$ cat config.mk
export PLATFORM = sky130hd
export DESIGN_NAME = lru_page_replacement_list_top
export DESIGN_NICKNAME = d
export VERILOG_FILES = /design/src/rtl/lru_pkg.sv /design/src/rtl/lru_cell.sv /design/src/rtl/lru_page_replacement_list_top.sv
export SDC_FILE = /design/constraint.sdc
export NUM_CORES = 1
export LEC_CHECK = 0
export BUFFER_PORTS_ARGS = -buffer_cell sky130_fd_sc_hd__buf_2
export CAP_MARGIN = 10
export CORE_UTILIZATION = 45
export DETAILED_ROUTE_END_ITERATION = 10
export SLEW_MARGIN = 0
export SYNTH_ARGS = -nofsm -noshare
export SYNTH_HDL_FRONTEND = slang
export SYNTH_SLANG_ARGS = --single-unit
$ cat constraint.sdc
create_clock -name clk -period 5 [get_ports clk]
set_input_delay 1 -clock clk [delete_from_list [all_inputs] [get_ports clk]]
set_output_delay 1 -clock clk [all_outputs]
set_load 0.005 [all_outputs]
$ cat src/rtl/lru_pkg.sv
// ----------------------------------------------------------------------------
// lru_pkg - shared types and constants for the LRU page replacement list
// Request and response structs, request codes, cell control struct and
// default sizes used by the top level.
// ----------------------------------------------------------------------------
package lru_pkg;

  // Default sizes
  localparam int CAPACITY_DEF     = 8;
  localparam int PAGE_ID_BITS_DEF = 16;

  // Request codes
  localparam logic REQ_TOUCH = 1'b0;
  localparam logic REQ_EVICT = 1'b1;

  // Incoming request
  typedef struct packed {
    logic        req_type;
    logic [15:0] page_id;
  } lru_req_t;

  // Outgoing response
  typedef struct packed {
    logic [15:0] victim_page;
    logic        victim_valid;
    logic        overflow;
  } lru_rsp_t;

  // Control broadcast from the top level to every cell
  typedef struct packed {
    logic touch;   // touch request accepted this cycle
    logic found;   // key matched some valid cell
    logic full;    // list holds CAPACITY pages
  } lru_cell_ctrl_t;

endpackage

$ cat src/rtl/lru_cell.sv
// ----------------------------------------------------------------------------
// lru_cell - one slot of the recency list
// Holds one page, compares it against the broadcast key, passes the
// hit-seen chain on, and takes its left neighbor's page when told to shift.
// ----------------------------------------------------------------------------
module lru_cell #(
  parameter int IDX = 0,
  parameter int PW  = 16,
  parameter int CW  = 4
) (
  input  logic                    clk,
  input  logic [PW-1:0]           key,
  input  logic [PW-1:0]           left_page,
  input  logic [CW-1:0]           count,
  input  logic                    seen_in,
  input  lru_pkg::lru_cell_ctrl_t ctrl,
  output logic [PW-1:0]           page,
  output logic                    seen_out,
  output logic [PW-1:0]           victim_tap
);
  import lru_pkg::*;

  logic [PW-1:0] page_r;
  logic [PW-1:0] page_nxt;
  logic          valid;
  logic          hit;
  logic          shift;
  logic          is_last;

  // Decode this slot's position against the fill count
  assign valid   = CW'(IDX) < count;
  assign is_last = CW'(IDX + 1) == count;

  // Compare and extend the chain of "match seen closer to the front"
  assign hit      = valid && (page_r == key);
  assign seen_out = seen_in | hit;

  // Shift from the front up to the hit slot, or up to the first free slot
  always_comb begin
    shift = 1'b0;
    if (ctrl.touch) begin
      if (ctrl.found) begin
        shift = !seen_in;
      end else begin
        shift = !ctrl.full && (CW'(IDX) <= count);
      end
    end
    page_nxt = shift ? left_page : page_r;
  end

  // Hold or advance the stored page
  always_ff @(posedge clk) begin
    page_r <= page_nxt;
  end

  assign page       = page_r;
  assign victim_tap = is_last ? page_r : '0;

endmodule

$ cat src/rtl/lru_page_replacement_list_top.sv
// ----------------------------------------------------------------------------
// lru_page_replacement_list_top - move-to-front LRU page list
// Row of compare-and-shift cells keeping page ids newest first.
// ----------------------------------------------------------------------------
// Usage:
//   Input channel: drive in_req and raise start; the request is taken at a
//   rising edge where start is high and busy is low. req_type REQ_TOUCH moves
//   page_id to the front (inserting it if absent, flagging overflow if the
//   list is full); REQ_EVICT removes and returns the oldest page.
//   Result channel: every request gives one response on out_rsp, marked by
//   out_valid for exactly one cycle, the cycle after acceptance.
//   Throughput is 1 request per cycle: all cells compare the key in
//   parallel and shift in the same edge, so busy stays low outside reset.
//   The receiver cannot stall; a response not taken in its cycle is gone.
//   Reset (rst_n low, synchronous) empties the list and holds busy high
//   until the first edge after reset is released. No clearing pass is
//   needed; the fill count marks which cells hold pages.
// ----------------------------------------------------------------------------
module lru_page_replacement_list_top #(
  parameter int CAPACITY     = lru_pkg::CAPACITY_DEF,
  parameter int PAGE_ID_BITS = lru_pkg::PAGE_ID_BITS_DEF
) (
  input  logic              clk,
  input  logic              rst_n,
  input  logic              start,
  output logic              busy,
  input  lru_pkg::lru_req_t in_req,
  output logic              out_valid,
  output lru_pkg::lru_rsp_t out_rsp
);
  import lru_pkg::*;

  localparam int PW = PAGE_ID_BITS;
  localparam int CW = $clog2(CAPACITY + 1);

  logic           busy_r;
  logic           out_valid_r;
  lru_rsp_t       rsp_r;
  lru_rsp_t       rsp_nxt;
  logic [CW-1:0]  count_r;
  logic [CW-1:0]  count_nxt;

  logic           accept;
  logic           is_touch;
  logic           is_evict;
  logic           full;
  logic           empty;
  logic [PW-1:0]  key;
  lru_cell_ctrl_t ctrl;

  logic [PW-1:0]  pages    [CAPACITY];
  logic [PW-1:0]  taps     [CAPACITY];
  logic [CAPACITY:0] seen;
  logic [PW-1:0]  victim;

  // Decode the request
  assign accept   = start && !busy_r;
  assign is_touch = accept && (in_req.req_type == REQ_TOUCH);
  assign is_evict = accept && (in_req.req_type == REQ_EVICT);
  assign key      = PW'(in_req.page_id);
  assign full     = count_r == CW'(CAPACITY);
  assign empty    = count_r == '0;

  assign ctrl.touch = is_touch;
  assign ctrl.found = seen[CAPACITY];
  assign ctrl.full  = full;

  assign seen[0] = 1'b0;

  // Build the row of cells; cell 0 takes the key, the rest take their neighbor
  for (genvar i = 0; i < CAPACITY; i++) begin : g_cell
    logic [PW-1:0] left;
    if (i == 0) begin : g_head
      assign left = key;
    end else begin : g_body
      assign left = pages[i-1];
    end
    lru_cell #(
      .IDX (i),
      .PW  (PW),
      .CW  (CW)
    ) u_cell (
      .clk        (clk),
      .key        (key),
      .left_page  (left),
      .count      (count_r),
      .seen_in    (seen[i]),
      .ctrl       (ctrl),
      .page       (pages[i]),
      .seen_out   (seen[i+1]),
      .victim_tap (taps[i])
    );
  end

  // Collect the oldest page; only the last valid cell drives its tap
  always_comb begin
    victim = '0;
    for (int i = 0; i < CAPACITY; i++) begin
      victim = victim | taps[i];
    end
  end

  // Next fill count and response
  always_comb begin
    count_nxt = count_r;
    rsp_nxt   = '0;
    if (is_touch && !ctrl.found) begin
      if (full) begin
        rsp_nxt.overflow = 1'b1;
      end else begin
        count_nxt = count_r + CW'(1);
      end
    end
    if (is_evict && !empty) begin
      count_nxt            = count_r - CW'(1);
      rsp_nxt.victim_page  = 16'(victim);
      rsp_nxt.victim_valid = 1'b1;
    end
  end

  // Control registers
  always_ff @(posedge clk) begin
    if (!rst_n) begin
      busy_r      <= 1'b1;
      out_valid_r <= 1'b0;
      count_r     <= '0;
    end else begin
      busy_r      <= 1'b0;
      out_valid_r <= accept;
      count_r     <= count_nxt;
    end
  end

  // Response payload
  always_ff @(posedge clk) begin
    if (accept) begin
      rsp_r <= rsp_nxt;
    end
  end

  assign busy      = busy_r;
  assign out_valid = out_valid_r;
  assign out_rsp   = rsp_r;

  // Fill count never exceeds the capacity
  a_count_range: assert property (@(posedge clk) disable iff (!rst_n)
    count_r <= CW'(CAPACITY))
    else $error("fill count above capacity");

  // Every accepted request yields a response next cycle
  a_one_rsp: assert property (@(posedge clk) disable iff (!rst_n)
    accept |=> out_valid_r)
    else $error("accepted request gave no response");

  // A returned victim shrinks the list by one
  a_evict_count: assert property (@(posedge clk) disable iff (!rst_n)
    accept && is_evict && !empty |=> count_r == $past(count_r) - CW'(1))
    else $error("evict did not shrink the list");

  // A touch that misses a full list flags overflow and leaves the list full
  a_overflow_full: assert property (@(posedge clk) disable iff (!rst_n)
    is_touch && !ctrl.found && full |=> rsp_r.overflow && full)
    else $error("overflow handling wrong");

  // Victim and overflow are never flagged together
  a_flags_excl: assert property (@(posedge clk) disable iff (!rst_n)
    out_valid_r |-> !(rsp_r.victim_valid && rsp_r.overflow))
    else $error("victim and overflow both set");

endmodule
======== After elaboration in Yosys (flattened, before gate mapping) ========
Index checks and enable logic that the tools add are counted.
cells by class
  add/sub/neg operators ................... 2
  equal/unequal tests ..................... 18
  muxes and demuxes ....................... 30
  magnitude comparators ................... 16
  bitwise gates (word level) .............. 15
  reductions and logical operators ........ 35
operators by type and width
  cell                                                                         count
  16-bit == test                                                               8
  16-bit 2-to-1 mux                                                            8
  16-bit OR                                                                    7
  1-bit logical AND                                                            21
  1-bit 2-to-1 mux                                                             19
  3-bit by 4-bit == test with 1-bit output, first input constant               4
  3-bit by 4-bit <= comparator with 1-bit output, first input constant         4
  3-bit by 4-bit less-than comparator with 1-bit output, first input constant  4
  4-bit 2-to-1 mux                                                             3
  1-bit zero test                                                              11
  2-bit by 4-bit == test with 1-bit output, first input constant               2
  1-bit by 4-bit <= comparator with 1-bit output, first input constant         2
  2-bit by 4-bit <= comparator with 1-bit output, first input constant         2
  1-bit by 4-bit less-than comparator with 1-bit output, first input constant  2
  2-bit by 4-bit less-than comparator with 1-bit output, first input constant  2
  1-bit OR                                                                     7
  4-bit by 1-bit adder with 4-bit output, second input constant                1
  1-bit by 4-bit == test with 1-bit output, first input constant               1
  4-bit == test, first input constant                                          1
  4-bit == test, second input constant                                         1
  4-bit zero test                                                              1
  4-bit by 1-bit subtractor with 4-bit output, second input constant           1
  2-bit by 1-bit != test with 1-bit output, second input constant              1
  2-bit AND reduction                                                          1
  2 further kinds                                                              2
word-level totals
  flip-flop bits (word level) ............. 152
  logic and storage cells ................. 130

======== Depth between registers and ports, before layout ========
Gate-level depths: netlist of the first run.
  word-level depth ........................ 13
  depth in mapped cells ................... 9
  mapped depth without buffers ............ 9

======== By module ========
A second synthesis of the first run with hierarchy kept.
unflattened totals
  cell total of the unflattened synthesis .. 596
  area, all modules ....................... 7764.9 sq um
modules (own cells, without submodules)
  module                         area an instance (sq um)  cells an instance  instances
  lru_page_replacement_list_top  1219.9                    106                1
  lru_cell (g_cell[5].u_cell)    828.3                     63                 1
  lru_cell (g_cell[1].u_cell)    825.8                     61                 1
  lru_cell (g_cell[3].u_cell)    823.3                     61                 1
  lru_cell (g_cell[7].u_cell)    819.5                     60                 1
  lru_cell (g_cell[4].u_cell)    818.3                     62                 1
  lru_cell (g_cell[0].u_cell)    817.0                     59                 1
  lru_cell (g_cell[6].u_cell)    807.0                     62                 1
  lru_cell (g_cell[2].u_cell)    805.8                     62                 1

======== Worst setup path before layout of the first run ========
OpenSTA, ideal clock, no wires.
  path type ............................... input to register
  start point ............................. input in_req[13] (netlist name)
  end point ............................... register g_cell[7].u_cell.page_r[0], enable pin
  data arrival time ....................... 4.044 ns
  setup slack ............................. 0.526 ns
  required time ........................... 4.570 ns
  cell stages on the path ................. 9
  library setup time ...................... 0.430 ns
  path through ............................ buf_4 > xor2_1 > a2111oi_0 > nand3_1 > o22ai_1 > or2_1 > clkbuf_1 > nor3_1 > nor4_1
between the ends
  longest elaborated chain between the ends .. 11
ends and longest elaborated chain
  what                                         RTL line                             text
  start: declaration                           lru_page_replacement_list_top.sv:27  input lru_pkg::lru_req_t in_req,
  16-bit == test                               lru_cell.sv:35                       assign hit = valid && (page_r == key);
  1-bit logical AND                            lru_cell.sv:35
  1-bit OR (6 in a row)                        lru_cell.sv:36                       assign seen_out = seen_in | hit;
  1-bit OR or 1-bit zero test (tied branches)  lru_cell.sv:36, lru_cell.sv:43
  1-bit 2-to-1 mux (*)                         lru_cell.sv:42                       if (ctrl.found) begin
  1-bit 2-to-1 mux (*)                         lru_cell.sv:41                       if (ctrl.touch) begin
  named net g_cell[7].u_cell.shift             lru_cell.sv:27                       logic shift;
  end signal: assignment                       lru_cell.sv:53                       page_r <= page_nxt;
  end: declaration                             lru_cell.sv:23                       logic [PW-1:0] page_r;
Mark *: on every way through the listed nets, which the timed path passes. The rest lies on a longest branch.
A chain may end at the register's enable or synchronous reset.

======== Worst setup path in the final report of the first run ========
  start point ............................. input in_req[7] (netlist name)
  end point ............................... register g_cell[1].u_cell.page_r[2], enable pin
between the ends
  longest elaborated chain between the ends .. 11
ends and longest elaborated chain
  what                              RTL line
  16-bit == test                    lru_cell.sv:35
  1-bit logical AND                 lru_cell.sv:35
  1-bit OR (7 in a row)             lru_cell.sv:36
  1-bit 2-to-1 mux (*)              lru_cell.sv:42
  1-bit 2-to-1 mux (*)              lru_cell.sv:41
  named net g_cell[1].u_cell.shift  lru_cell.sv:27
  end signal: assignment            lru_cell.sv:53
  end: declaration                  lru_cell.sv:23
Marks and branches as above.

==> results.yml, run 1 <==
yosys:
  avgSynthCellArea_um2: 13.3
  synth_most_common_cell: "edfxtp_1"
  synth_top_area_share_pct: 60.0
  yosysTopAreaCell: "edfxtp_1"
  yosysSeqAreaShare_pct: 61.7
  yosysWarnings: 0
  syn-instance-count: 550
  synthArstFlopShare_pct: 0
  ys_types: 49
  synth_edf_count: 146
  synthesis.nets: 575
  synth-main-ff-cell: "edfxtp_1"
  synth_area_leaders: "edfxtp_1, xor2_1, xnor2_1"
  netlist_area_um2: 7310
  ys_top_cells_by_count: "edfxtp_1, xor2_1, xnor2_1"
  ys_ff_latch: 152
setup_path:
  cp_max_fo: 9
  path_buf_inv: 2
  critPathArrivalTime_ns: 4.03
  endpoint_kind: "register"
  crit_required_ns: 5.13
  crit_chain: "buf_2, xor2_1, nor4_1, nand4_1, o32ai_1, or2_1, nor2_2, a21oi_2, buf_4"
  critPathKind: "input pin to register"
  reg2reg_from: "count_r[0]"
  crit_path_start_kind: "input pin"
  rr_worst_depth: 9
  reg2reg_to: "g_cell[1].u_cell.page[2]"
  rrSetupSlack_ns: 1.34
  max_stage_delay_ns: 0.68
  crit_family: "simple AND/OR/NAND/NOR gates"
  slowest_stage: "nor4_1"
clock_tree:
  post_cts.repair.setup_buffers: 0
  insertion_delay_ns: 0.43
  htreeDepth: 4
  cts_tree: "built"
  clk_pin_slew_worst_paths_ns: 0.06
  cts_hold_buf: 0
  clockBufferDepth: 2
  cts-buffers-inserted: 17
  cts_root_buf: "clkbuf_16"
  cts_sinks: 152
  cts_resized: 0
floorplanning:
  std_cell_rows: 46
  io_pins: 40
  core_um2: 15900
  fp.dieH_um: 129
  die_area_um2: 16700
  die_w_um: 129
  start_util_pct: 46.0
final_layout:
  area_growth_pct: 14.0
  final_cells: 815
  drive_gt1_share_pct: 16.2
  fill_cells: 1366
  fin_nets: 611
  diodes: 0
global_routing:
  antenna_found_initial: 0
  grtUsageTotal_pct: 26.9
  gr-total-overflow: 0
  grt_pass1_wl_mm: 31.2
  grt_max_degree: 19
  grt_pass1_vias: 4866
hold_path:
  hold_depth: 0
  worstHoldStart: "g_cell[4].u_cell.page[7]"
  min_to: "g_cell[5].u_cell.page[7]"
  hold_class: "register to register"
timing:
  slew_headroom_pct: 27.8
  tightest_slew_ns: 1.08
  hold_viol: 0
  fmax_mhz: 256
  whs_ns: 0.493
  finalSetupViolCount: 0
  fin_skew_ns: 0.0110
  tns_ns: 0
  period_needed_ns: 3.90
  period_share_pct: 78.1
  report.final.slew_viol_count: 0
  rsz0062_at_grt: "false"
detailed_routing:
  postRouteAntennaNets: 0
  wirelength_mm: 21.3
  drt_first_pass_iters: 6
  routed-via-count: 5019
  drt_iter0_markers: 742
  drc: 0
  vias_per_cell: 6.16
  wl_per_cell_um: 26.1
placement:
  dp_cells: 783
  dp_hpwl_mm: 15.0
  gp_congestion: 0.949
  portBuffers: 39
job:
  drv_cap: 0
power:
  p_leak_nw: 2.78
  total_power_w: 0.00291
  vdd_drop_max_uv: 249
  p_per_area_nw_per_um2: 350
run_status:
  run_status: "completed"
==> state kept, by name (all words and copies together), names as in the netlist <==
name	flops
busy	1
count_r	4
g_cell.u_cell.page	128
out_rsp	18
out_valid	1
==> cell families after synthesis <==
kind of cell | share of synthesized area [%]
simple gates | 9.09
mux | 0.274
fa+ha+maj | 0.856
flops | 61.7
compound gates | 9.68
xor+xnor | 15.3
buf+inv | 3.10
==> through the flow <==
stage | cell area (um2) | worst slack, ns | utilization (%)
final | 8330 | 1.10 | 52.4
after global routing | 8330 | 0.942 | 52.4
after CTS | 8330 | 1.17 | 52.4
after detailed placement | 7720 | 0.712 | 48.6
after global placement | 7720 | 0.777 | 48.6
after floorplan | 7310 | 0.526 | -
==> per-layer routing <==
| metal | share of wire, % | track usage, % | vias to the layer above | wire [um] |
|---|---|---|---|---|
| met3 | 9.6 | 6.36 | 50 | 2050 |
| met4 | 3.6 | 12.8 | 0 | 771 |
| met2 | 45 | 40.5 | 321 | 9500 |
| met1 | 42 | 36.9 | 2468 | 8950 |
| met5 | 0 | 0 | - | 0 |
| li1 | - | - | 2180 | - |
==> placed cells by master, fill, tap and decap left out, types with 5 or more instances in the layout <==
cell type / n
nor2_1: 22
inv_1: 7
a222oi_1: 16
edfxtp_1: 146
a21oi_1: 13
a221oi_1: 7
nand4_1: 7
xnor2_1: 36
nand3_1: 22
a22o_1: 7
dfxtp_1: 6
xor2_1: 92
nor4_1: 27
clkinv_4: 8
a31oi_1: 9
buf_2: 39
nor3_1: 7
nand2_1: 15
buf_4: 15
clkbuf_16: 17
ha_1: 5
a22oi_1: 18
==> worst max path at each step <==
| stage | startpoint | end | slack (ns) | cells past startpoint |
|---|---|---|---|---|
| after floorplan | in_req[13] | g_cell[7].u_cell.page[0] | 0.53 | 9 |
| after global placement | in_req[7] | g_cell[1].u_cell.page[7] | 0.78 | 9 |
| after detailed placement | in_req[7] | g_cell[1].u_cell.page[2] | 0.71 | 9 |
| after CTS | in_req[7] | g_cell[1].u_cell.page[2] | 1.17 | 9 |
| after global routing | in_req[7] | g_cell[1].u_cell.page[2] | 0.94 | 9 |
| final | in_req[7] | g_cell[1].u_cell.page[2] | 1.10 | 9 |
==> layout make-up <==
type | count | area, um2 | share of cell area, %
Clock inverter | 14 | 176 | 2.12
Clock buffer | 18 | 429 | 5.15
Inverter | 7 | 26.3 | 0.316
Multi-Input combinational cell | 354 | 2610 | 31.4
Timing Repair Buffer | 54 | 308 | 3.70
Sequential cell | 152 | 4500 | 54.1
Tap cell | 216 | 270 | 3.25
==> power breakdown <==
part | total, W | internal, W | leakage (nW) | switching [W]
clock network | 0.00132 | 0.000788 | 0.294 | 0.000527
registers | 0.00141 | 0.00140 | 1.38 | 0.0000145
logic | 0.000183 | 0.0000616 | 1.11 | 0.000121
total | 0.00291 | 0.00225 | 2.78 | 0.000662
(Power assumes the default switching activity.)
==> inputs of run 2 (changes only) <==
- clock period: 5 -> 3.5 ns (I/O delays scaled with it)
==> run 2 against run 1 <==
Compared with the run above: final area up 1.5%; global-route usage up 1.2 points; flip-flop and latch count unchanged; highest routed layer unchanged.
==> results.yml, run 2 (synthesis gave the netlist of run 1 again) <==
final_layout:
  drive_gt1_share_pct: 18.0
  final_cells: 831
  fill_cells: 1392
  largest_reg_flops: 128
  multiInputGateArea_um2: 2620
  area_growth_pct: 15.7
  seq_area_um2: 4500
  diodes: 0
  fin_nets: 630
  stdcell_area_um2: 8460
  layout_common_cells: "edfxtp_1, xor2_1, buf_2"
  layout_commonest_cell: "edfxtp_1"
setup_path:
  endpoint_kind: "register"
  reg2reg_from: "count_r[0]"
  slowest_stage: "nor4_1"
  crit_chain: "buf_2, buf_4, xor2_1, nor4_1, nand4_1, o32ai_1, or2_1, nor2_2, a211oi_2, buf_4"
  cpMostUsedCell: "buf_4"
  crit_required_ns: 3.62
  crit_path_start_kind: "input pin"
  rrSetupSlack_ns: 0.24
  rr_worst_depth: 9
  critPathArrivalTime_ns: 3.38
  max_stage_delay_ns: 0.66
  cp_max_fo: 10
  startpoint: "in_req[15]"
  reg2reg_to: "g_cell[0].u_cell.page[1]"
  critPathKind: "input pin to register"
clock_tree:
  insertion_delay_ns: 0.43
  clk_pin_slew_worst_paths_ns: 0.06
  post_cts.repair.setup_buffers: 0
  cts-buffers-inserted: 17
  cts_sinks: 152
  clockBufferDepth: 2
  htreeDepth: 4
  cts_resized: 0
  cts_root_buf: "clkbuf_16"
  cts_tree: "built"
  cts_hold_buf: 0
timing:
  period_share_pct: 93.2
  fmax_mhz: 307
  period_needed_ns: 3.26
  hold_viol: 0
  fin_skew_ns: 0.00757
  whs_ns: 0.499
  slew_headroom_pct: 30.2
  report.final.slew_viol_count: 0
  finalSetupViolCount: 0
  tightest_slew_ns: 1.05
  rsz0062_at_grt: "false"
detailed_routing:
  drt_iter0_markers: 749
  drt_first_pass_iters: 7
  wl_per_cell_um: 26.5
  routed-via-count: 5049
  wirelength_mm: 22.0
  postRouteAntennaNets: 0
  vias_per_cell: 6.08
  drc: 0
power:
  p_leak_nw: 2.87
  p_per_area_nw_per_um2: 486
  vdd_drop_max_uv: 341
placement:
  dp_hpwl_mm: 15.9
  dp_cells: 802
  placed_area_um2: 7890
  gp_congestion: 0.991
  portBuffers: 39
global_routing:
  gr-total-overflow: 0
  grt_pass1_vias: 4959
  grt_max_degree: 19
  grt_pass1_wl_mm: 32.1
  grtUsageTotal_pct: 28.1
  antenna_found_initial: 0
floorplanning:
  start_util_pct: 46.0
  io_pins: 40
  std_cell_rows: 46
  die_w_um: 129
  fp.dieH_um: 129
  core_um2: 15900
  die_area_um2: 16700
hold_path:
  worstHoldStart: "g_cell[3].u_cell.page[6]"
  min_to: "g_cell[4].u_cell.page[6]"
  hold_depth: 0
  hold_class: "register to register"
job:
  drv_cap: 0
run_status:
  run_status: "completed"
[run 2: per-stage QoR]
step                      setup WS (ns)  util (%)  total power (W)  setup TNS, ns
final                             0.238      53.2          0.00411              0
after detailed placement         -0.149      49.7          0.00233          -8.93
after CTS                         0.302      53.2          0.00412              0
after global placement          -0.0881      49.7          0.00233          -4.52
after global routing            0.00930      53.2          0.00422              0
after floorplan                  -0.323         -          0.00222         -11.65
[run 2: power breakdown]
part           leakage (nW)  total [W]  switching, W  internal (W)
Combinational          1.21   0.000276      0.000180     0.0000966
Sequential             1.38    0.00202     0.0000204       0.00200
Clock                 0.276    0.00181      0.000710       0.00110
[run 2: worst max-delay path by stage]
stage               depth (start not counted)  slack [ns]                         to
floorplan                                   9       -0.32   g_cell[5].u_cell.page[0]
global placement                            9       -0.09   g_cell[7].u_cell.page[1]
detailed placement                         10       -0.15   g_cell[3].u_cell.page[4]
CTS                                         9        0.30   g_cell[0].u_cell.page[1]
global route                                9       0.009   g_cell[0].u_cell.page[1]
finish                                     10        0.24  g_cell[3].u_cell.page[15]
[run 2: layout make-up]
| class | instances | area share, % |
|---|---|---|
| sequential | 152 | 53.3 |
| clock inverter | 10 | 1.54 |
| inverter | 7 | 0.311 |
| timing repair buffer | 73 | 5.62 |
| tap | 216 | 3.20 |
| clock buffer | 19 | 5.12 |
| multi-input combinational | 354 | 30.9 |
[run 2: worst max-delay path: cells and delay by family]
kind                      cells  cell delay [ns]
xor gates and xnor gates      1             0.14
AOI/OAI and AO/OA             2             0.66
and+or+nand+nor               4             1.26
buffers and inverters         3             0.60
[run 2: metal layers]
layer	global-route usage [%]	part of all wire [%]	vias to the layer above
met1	39.4	43	2490
li1	-	-	2216
met2	41.5	44	298
met3	7.06	9.0	45
met4	12.2	3.6	0
met5	0	0	-
==> inputs of run 3 (changes only) <==
- CORE_MARGIN: default -> 3
==> run 3 against run 2 <==
Compared with the run above: clock power about the same; non-clock buffer count decreased by 1; register-to-register slack improved by 0.09 ns; flip-flop and latch count unchanged; critical path depth unchanged; final cell count decreased by 0.36%; maximum frequency increased by 3.0%; die area increased by 6.3%; sequential share of layout area about the same; setup slack improved by 0.094 ns; sequential power about the same.
==> results.yml, run 3 (synthesis gave the netlist of run 1 again) <==
final_layout:
  final_cells: 828
  fill_cells: 1325
  diodes: 0
  fin_nets: 629
  stdcell_area_um2: 8460
  layout_commonest_cell: "edfxtp_1"
  layout_common_cells: "edfxtp_1, xor2_1, buf_2"
  largest_reg_flops: 128
  drive_gt1_share_pct: 18.8
  final_util_pct: 54.4
  area_growth_pct: 15.8
placement:
  placed_area_um2: 7890
  portBuffers: 39
  dp_cells: 796
  dp_hpwl_mm: 15.7
  gp_congestion: 1.02
timing:
  period_share_pct: 90.5
  fmax_mhz: 316
  whs_ns: 0.498
  hold_viol: 0
  fin_skew_ns: 0.00927
  rsz0062_at_grt: "false"
  slew_headroom_pct: 15.7
  finalSetupViolCount: 0
  tightest_slew_ns: 1.26
  period_needed_ns: 3.17
  report.final.slew_viol_count: 0
floorplanning:
  die_w_um: 133
  std_cell_rows: 45
  die_area_um2: 17800
  start_util_pct: 47.0
  core_um2: 15500
  fp.dieH_um: 133
  io_pins: 40
detailed_routing:
  wirelength_mm: 22.0
  wl_per_cell_um: 26.6
  drt_first_pass_iters: 6
  routed-via-count: 5134
  vias_per_cell: 6.20
  postRouteAntennaNets: 0
  drc: 0
  drt_iter0_markers: 853
power:
  vdd_drop_max_uv: 325
  p_per_area_nw_per_um2: 482
  p_leak_nw: 2.86
  total_power_w: 0.00408
job:
  drv_cap: 0
setup_path:
  reg2reg_from: "count_r[1]"
  critPathKind: "register to register"
  crit_chain: "inv_1, ha_1, a2111oi_0, nand3_1, o22ai_1, or2_1, buf_4, nor3_1, nor2_1, buf_4"
  cp_max_fo: 9
  path_buf_inv: 3
  critPathArrivalTime_ns: 3.29
  cpMostUsedCell: "buf_4"
  startpoint: "count_r[1]"
  slowest_stage: "a2111oi_0"
  max_stage_delay_ns: 0.63
  crit_required_ns: 3.62
  crit_path_start_kind: "register"
  crit_family: "compound AO/OA/AOI/OAI gates"
  endpoint_kind: "register"
  rrSetupSlack_ns: 0.33
run_status:
  run_status: "completed"
global_routing:
  grtUsageTotal_pct: 25.2
  gr-total-overflow: 0
  grt_pass1_vias: 5045
  grt_pass1_wl_mm: 32.9
  grt_max_degree: 19
  antenna_found_initial: 0
clock_tree:
  cts_sinks: 152
  cts_hold_buf: 0
  clockBufferDepth: 2
  cts_root_buf: "clkbuf_16"
  cts-buffers-inserted: 17
  cts_tree: "built"
  post_cts.repair.setup_buffers: 0
  htreeDepth: 4
  cts_resized: 0
  insertion_delay_ns: 0.43
  clk_pin_slew_worst_paths_ns: 0.06
hold_path:
  hold_class: "register to register"
  worstHoldStart: "g_cell[4].u_cell.page[2]"
==> run 3: cell type report <==
| type | instances | area [um2] | area share (%) |
|---|---|---|---|
| Sequential cell | 152 | 4500 | 53.2 |
| Multi-Input combinational cell | 354 | 2620 | 30.9 |
| Timing Repair Buffer | 72 | 480 | 5.68 |
| Clock buffer | 17 | 425 | 5.03 |
| Tap cell | 211 | 264 | 3.12 |
| Clock inverter | 15 | 144 | 1.70 |
| Inverter | 7 | 26.3 | 0.311 |
==> run 3: metal layers <==
| layer | up-vias | part of all wire (%) | GRT usage (%) |
|---|---|---|---|
| li1 | 2215 | - | - |
| met1 | 2530 | 42 | 36.5 |
| met2 | 346 | 45 | 38.0 |
| met3 | 43 | 10 | 4.95 |
| met4 | 0 | 2.9 | 9.49 |
| met5 | - | 0 | 0 |
==> run 3: path summary, 6_finish.rpt <==
path / endpoint / cells past startpoint
worst min-delay path: g_cell[5].u_cell.page[2] / 0
worst max-delay path: g_cell[4].u_cell.page[15] / 10
worst min register to register: g_cell[5].u_cell.page[2] / 0
worst max register to register: g_cell[4].u_cell.page[15] / 10
==> run 3: power by group <==
group	internal (W)	switching, W
sequential	0.00200	0.0000186
combinational	0.0000958	0.000180
clock	0.000992	0.000796
total	0.00309	0.000994
==> run 3: worst reg2reg max path, delay by kind of cell, from the launching register on <==
family | cells | cell delay, ns
adder cells (fa/ha/maj) | 1 | 0.26
AO/OA/AOI/OAI | 2 | 0.91
flip-flops | 1 | 0.48
buffers and inverters | 3 | 0.59
AND/OR/NAND/NOR | 4 | 0.63
==> run 3: per-stage QoR <==
step / setup TNS, ns / setup WS (ns)
finish: 0 / 0.333
global route: 0 / 0.226
CTS: 0 / 0.374
detailed placement: 0 / 0.137
global placement: 0 / 0.165
floorplan: -11.65 / -0.323
